File: config.mk
export PLATFORM = sky130hd
export DESIGN_NAME = lzd_ctrl
export DESIGN_NICKNAME = d
export VERILOG_FILES = /design/src/sv/lzd_pkg.sv /design/src/sv/lzd_ctrl.sv
export SDC_FILE = /design/constraint.sdc
export NUM_CORES = 1
export LEC_CHECK = 0
export ABC_CLOCK_PERIOD_IN_PS = 2200
export BUFFER_PORTS_ARGS = -buffer_cell sky130_fd_sc_hd__buf_4
export CORE_AREA = 2 2 39 41
export DETAILED_ROUTE_END_ITERATION = 6
export DIE_AREA = 0 0 41 43
export PLACE_DENSITY = 0.68
export SKIP_LAST_GASP = 1
export SLEW_MARGIN = 20
export SYNTH_ARGS = -nofsm -noshare
export SYNTH_HDL_FRONTEND = slang
export SYNTH_SLANG_ARGS = --single-unit
File: constraint.sdc
create_clock -name i_clk -period 2.2 [get_ports i_clk]
set_input_delay 0.11 -clock i_clk [delete_from_list [all_inputs] [get_ports i_clk]]
set_output_delay 0.11 -clock i_clk [all_outputs]
set_load 0.01 [all_outputs]
File: src/sv/lzd_pkg.sv
// ----------------------------------------------------------------------------
// lzd_pkg
// Shared types and constants of the LZSS window decompressor.
// ----------------------------------------------------------------------------
package lzd_pkg;

    localparam int CFG_W      = 24;
    localparam int CFG_IDX_W  = 1;
    localparam int WIN_DEPTH  = 4096;
    localparam int WIN_AW     = 12;
    localparam int RING_START = 4078;
    localparam int MIN_LEN    = 3;
    localparam int LEN_W      = 5;
    localparam int DIST_W     = WIN_AW + 1;
    localparam int FIDX_W     = 4;

    localparam logic [CFG_IDX_W-1:0] REG_EXPECTED = 1'd0;
    localparam logic [CFG_IDX_W-1:0] REG_CAPACITY = 1'd1;

    typedef enum logic [2:0] {
        PH_FLAG   = 3'b001,
        PH_TOKEN  = 3'b010,
        PH_SECOND = 3'b100
    } t_phase;

    typedef enum logic [4:0] {
        S_IDLE    = 5'b00001,
        S_DECODE  = 5'b00010,
        S_COPY_RD = 5'b00100,
        S_COPY_WR = 5'b01000,
        S_STATUS  = 5'b10000
    } t_state;

    typedef struct packed {
        logic latch_in;
        logic flag_load;
        logic literal;
        logic first_load;
        logic match_setup;
        logic copy_start;
        logic copy_emit;
        logic status_load;
        logic new_stream;
        logic set_finished;
    } t_dp_cmd;

    typedef struct packed {
        logic   in_last;
        logic   finished;
        logic   target_met;
        logic   reach_after;
        t_phase phase;
        logic   flag_lit;
        logic   out_free;
        logic   copy_more;
    } t_dp_sts;

endpackage

File: src/sv/lzd_ctrl.sv
// ----------------------------------------------------------------------------
// lzd_ctrl
// Token sequencer: decodes each transfer and steps the copy loop.
// ----------------------------------------------------------------------------
module lzd_ctrl
    import lzd_pkg::*;
(
    input  logic    i_clk,
    input  logic    i_rst_n,
    input  logic    i_in_valid,
    output logic    o_in_ready,
    input  t_dp_sts i_sts,
    output t_dp_cmd o_cmd
);

    t_state r_state;
    t_state n_state;

    always_ff @(posedge i_clk) begin
        if (!i_rst_n) begin
            r_state <= S_IDLE;
        end else begin
            r_state <= n_state;
        end
    end

    assign o_in_ready = (r_state == S_IDLE);

    always_comb begin
        n_state = r_state;
        o_cmd   = '0;
        case (r_state)
            S_IDLE: begin
                if (i_in_valid) begin
                    o_cmd.latch_in = 1'b1;
                    n_state        = S_DECODE;
                end
            end
            S_DECODE: begin
                if (i_sts.finished) begin
                    o_cmd.new_stream = i_sts.in_last;
                    n_state          = S_IDLE;
                end else if (i_sts.target_met) begin
                    n_state = S_STATUS;
                end else begin
                    case (i_sts.phase)
                        PH_FLAG: begin
                            o_cmd.flag_load = 1'b1;
                            n_state = i_sts.in_last ? S_STATUS : S_IDLE;
                        end
                        PH_TOKEN: begin
                            if (!i_sts.flag_lit) begin
                                o_cmd.first_load = 1'b1;
                                n_state = i_sts.in_last ? S_STATUS : S_IDLE;
                            end else if (i_sts.out_free) begin
                                o_cmd.literal = 1'b1;
                                n_state = (i_sts.reach_after || i_sts.in_last) ?
                                          S_STATUS : S_IDLE;
                            end
                        end
                        PH_SECOND: begin
                            o_cmd.match_setup = 1'b1;
                            n_state           = S_COPY_RD;
                        end
                        default: begin
                            n_state = S_IDLE;
                        end
                    endcase
                end
            end
            S_COPY_RD: begin
                o_cmd.copy_start = 1'b1;
                n_state          = S_COPY_WR;
            end
            S_COPY_WR: begin
                if (i_sts.out_free) begin
                    o_cmd.copy_emit = 1'b1;
                    if (!i_sts.copy_more) begin
                        n_state = (i_sts.reach_after || i_sts.in_last) ?
                                  S_STATUS : S_IDLE;
                    end
                end
            end
            S_STATUS: begin
                if (i_sts.out_free) begin
                    o_cmd.status_load  = 1'b1;
                    o_cmd.new_stream   = i_sts.in_last;
                    o_cmd.set_finished = !i_sts.in_last;
                    n_state            = S_IDLE;
                end
            end
            default: begin
                n_state = S_IDLE;
            end
        endcase
    end

endmodule

* Yosys cells after proc, flatten, opt, wreduce, memory -nomap -nowiden *
Cells that the tools add are included.

storage, ports and cells
  flip-flop bits (word level) = 5
  bits in latches = 0
  memory bits (writable) = 0
  ROM bits = 0
  input bits = 13
  output and inout bits = 11
  memories = 0

cells by class
  add/sub/neg operators = 0
  $mul = 0
  divide/modulo/power cells = 0
  $lt $le $gt $ge = 0
  eq/ne operators = 13
  shifts and indexed selects = 0
  multiplexer cells = 30
  bitwise gates (word level) = 0
  reduce and logical (&&, ||, !) cells = 3

operator list
  cell                                           number
  two-way mux 5 bit                              10
  case mux 5 bit (5 select lines)                1
  case mux 5 bit (3 select lines)                1
  two-way mux 1 bit                              12
  two-way mux 4 bit                              3
  != test 2 bit, second input constant           4
  != test 6 bit, second input constant           1
  == test 5 x 1 -> 1 bit, second input constant  1
  == test 5 x 2 -> 1 bit, second input constant  1
  == test 5 x 3 -> 1 bit, second input constant  1
  == test 5 x 4 -> 1 bit, second input constant  1
  == test 5 bit, second input constant           1
  AND reduction 5 bit                            1
  == test 3 x 1 -> 1 bit, second input constant  1
  == test 3 x 2 -> 1 bit, second input constant  1
  == test 3 bit, second input constant           1
  two-way mux 3 bit                              1
  two-way mux 2 bit                              1
  case mux 1 bit (2 select lines)                1
  zero test 1 bit                                1
  logical OR 1 bit                               1

* Depth between registers and ports, before layout *
  depth in word-level cells = 8
  depth in mapped cells = 6

* Worst setup path after synthesis *
Ideal clock, no wire load.

  path type = flip-flop to output port
  start = register r_state[3]
  end = output o_cmd[6] (netlist bit)
  data arrival time = 1.756 ns
  path slack = 0.334 ns
  stages on the path, launching flop included = 5
  cells stage by stage = dfxtp_1 buf_6 or4b_4 or2_2 nor4b_1

RTL lines
  element                 RTL line        RTL
  from (decl)             lzd_ctrl.sv:16  t_state r_state;
  from (signal assigned)  lzd_ctrl.sv:23  r_state <= n_state;
  to (decl)               lzd_ctrl.sv:13  output t_dp_cmd o_cmd

==> metrics.csv <==
stage,metric,value,unit
run_status,status,"complete, no violations",
setup_path,cp.required,2090,ps
pwr,ir_worst_vdd,0.1553,mV
cells_and_area,fin_area,711.9,um2
clock_network,clkLatencyLatePin,250,ps
timing,layout_worst_path_cycle_share,95.67,%
clock_network,h-tree-depth,1,
timing,slew_headroom,69.17,%
placed_design,port_buffers,23,
timing,hold_viol_final,0,
synth,ys_seq_area_share,19.90,%
clock_network,cts_tree,built,
clock_network,clockBufferDepth,2,
route,ant_nets,0,
synth,syn_inst,67,
clock_network,cts_buffers,3,
route,wl_per_cell,12.70,um
cells_and_area,n_antenna_cell,0,
placed_design,gp_congestion,0.7767,
global_routing,grt_first_pass_wirelength,2159,um
floorplanning,io_pins,24,
route,via_count,607,
timing,worst_pin_slew,456.1,ps
worst_hold_path,holdCritPathClass,in2reg,
timing,max_freq,475.1,MHz
global_routing,overflow,0,
timing,worst_clock_skew,5.980,ps
pwr,p_leak,0.3158,nW
timing,fin_setup_tns,0,ps
placed_design,dpl.hpwl,1082,um
floorplanning,dieHeight,43,um
cells_and_area,top_register,r_state,
route,wl,1372,um
timing,layout_setup_ws,95.29,ps
synth,yosysWarnings,0,
clock_network,clock-root-buffer,clkbuf_4,
route,via_per_inst,5.620,
clock_network,cts_sinks,5,
global_routing,grt_use_total,17.65,%
setup_path,critPathArrivalTime,1990,ps
floorplanning,die_w,41,um
timing,final_max_slew_viol_count,0,
timing,setup_viol_count_final,0,
pwr,power_density,495.6,mW/mm2
worst_hold_path,worstHoldPathCells,2,
floorplanning,rows,14,
global_routing,antenna_found_initial,0,
route,drtIter0Drc,13,
setup_path,worstSetupStartpointType,flop,
setup_path,crit_path_max_fanout,8,
synth,synth_nets,80,
clock_network,ctsHoldBuffers,0,
floorplanning,coreArea,0.001384,mm2
clock_network,cts-resized-gates,0,
floorplanning,start_util,36.35,%
cells_and_area,syn2layout_area_growth,41.54,%
placed_design,place_ws,273.5,ps
global_routing,grt_start_max_net_pins,10,
synth,avgSynthCellArea,7.507,um2
placed_design,place_area,685.7,um2
route,drc,0,
clock_network,cts.clk_slew.worst_paths,50,ps
timing,rsz0062_at_grt,no,
floorplanning,die_area,0.001763,mm2
cells_and_area,nNetsFinal,106,
setup_path,critPathKind,reg2out,
clock_network,post-cts-setup-buffers,0,
cells_and_area,fill_cells,143,
synth,synth.cell_area,503.0,um2
cells_and_area,largest_reg_flops,5,
synth,ys_ff_latch,5,
global_routing,grt_pass1_vias,554,
timing,timing.hold.ws,84.35,ps
setup_path,critPathCaptureType,output pin,
cells_and_area,reg_top3,r_state: 5 flops,
route,drt_first_pass_iters,4,
synth,synth.distinct_cells,33,
run,cap_violations,0,
timing,fin_crit,2105,ps
setup_path,reg2reg_depth,5,
cells_and_area,drive_above_1_share,38.04,%
Yosys cell counts:
cell / instances / share of area, %
nor2_1: 6 / 4.5
o211ai_1: 2 / 3.0
o221a_2: 1 / 2.2
nor4b_1: 2 / 3.5
nand2_1: 2 / 1.5
a21oi_1: 4 / 4.0
xor2_1: 2 / 3.5
and4b_1: 1 / 2.0
or2_2: 2 / 2.5
nor3_1: 2 / 2.0
nand4_1: 1 / 1.2
and2_1: 2 / 2.5
a211oi_1: 2 / 3.0
nor4_1: 1 / 1.2
nand3_1: 4 / 4.0
a31o_2: 1 / 1.7
a2bb2oi_2: 1 / 3.0
nor3b_1: 1 / 1.5
inv_1: 2 / 1.5
nor2b_1: 4 / 5.0
and3b_1: 1 / 1.7
or4_1: 2 / 3.0
nand3b_1: 1 / 1.5
dfxtp_1: 5 / 20
a21boi_0: 1 / 1.5
or4b_4: 1 / 2.7
and3_1: 3 / 3.7
clkbuf_1: 1 / 0.75
buf_2: 2 / 2.0
xnor2_1: 1 / 1.7
o21ai_0: 4 / 4.0
nor3_2: 1 / 2.0
buf_6: 1 / 2.2
per-stage QoR:
| stage | cells | utilization, % | total power, W |
|---|---|---|---|
| floorplan | 67 | - | 0.0001858 |
| global placement | 104 | 49.55 | 0.0002446 |
| detailed placement | 104 | 49.55 | 0.0002457 |
| CTS | 108 | 51.45 | 0.0003560 |
| global route | 108 | 51.45 | 0.0003743 |
| finish | 108 | 51.45 | 0.0003528 |
metal layers:
metal,part of all wire [%],vias to the layer above,global-route usage [%]
met2,48,26,28.44
met1,46,282,22.12
li1,-,299,-
met5,0,-,0
met3,6.6,0,2.094
met4,0,0,8.000
worst max-delay path: stages (launching register included):
cell     delay, ps
dfxtp_1        370
or4b_4         600
or2_2          330
nor4b_1        280
buf_4          170
report_power, final:
group,switching [W],leakage [nW],internal [W]
registers,0.0000102,0.0409,0.0000993
clock network,0.0000392,0.0150,0.0000687
logic,0.0000671,0.260,0.0000682
worst paths after layout:
kind,start,to,slack (ps)
worst max-delay path,r_state[3],o_cmd[6],100
worst min-delay path,i_rst_n,r_state[0],80
worst max register to register,r_state[3],r_state[4],250
worst min register to register,r_state[3],r_state[3],620
layout make-up:
cell class	instances	area (um2)	share of cell area, %
Tap cell	16	20.02	2.812
Sequential cell	5	100.1	14.06
Inverter	2	7.507	1.054
Timing Repair Buffer	25	187.7	26.36
Multi-Input combinational cell	56	370.4	52.02
Clock buffer	4	26.28	3.691
cell usage in the layout, fill, tap and decap left out, types with 2 or more instances in the layout:
cell type | Yosys | final
and3_1 | 3 | 3
nand3_1 | 4 | 4
nor2_1 | 6 | 6
and2_1 | 2 | 2
inv_1 | 2 | 2
nor4b_1 | 2 | 2
a211oi_1 | 2 | 2
dfxtp_1 | 5 | 5
a21oi_1 | 4 | 4
xor2_1 | 2 | 2
nand2_1 | 2 | 2
or2_2 | 2 | 2
clkbuf_4 | 0 | 3
or4_1 | 2 | 2
nor3_1 | 2 | 2
nor2b_1 | 4 | 4
o211ai_1 | 2 | 2
o21ai_0 | 4 | 4
buf_4 | 0 | 25
cell families (layout without fill, tap and decap cells):
logic type             Yosys count  after routing  synth area share [%]
buffers and inverters            6             31                 6.467
AND/OR/NAND/NOR                 37             37                 46.02
AO/OA/AOI/OAI                   16             16                 22.39
XOR/XNOR                         3              3                 5.225
flip-flops                       5              5                 19.90
Note: power is estimated with default switching activity, not from simulation.
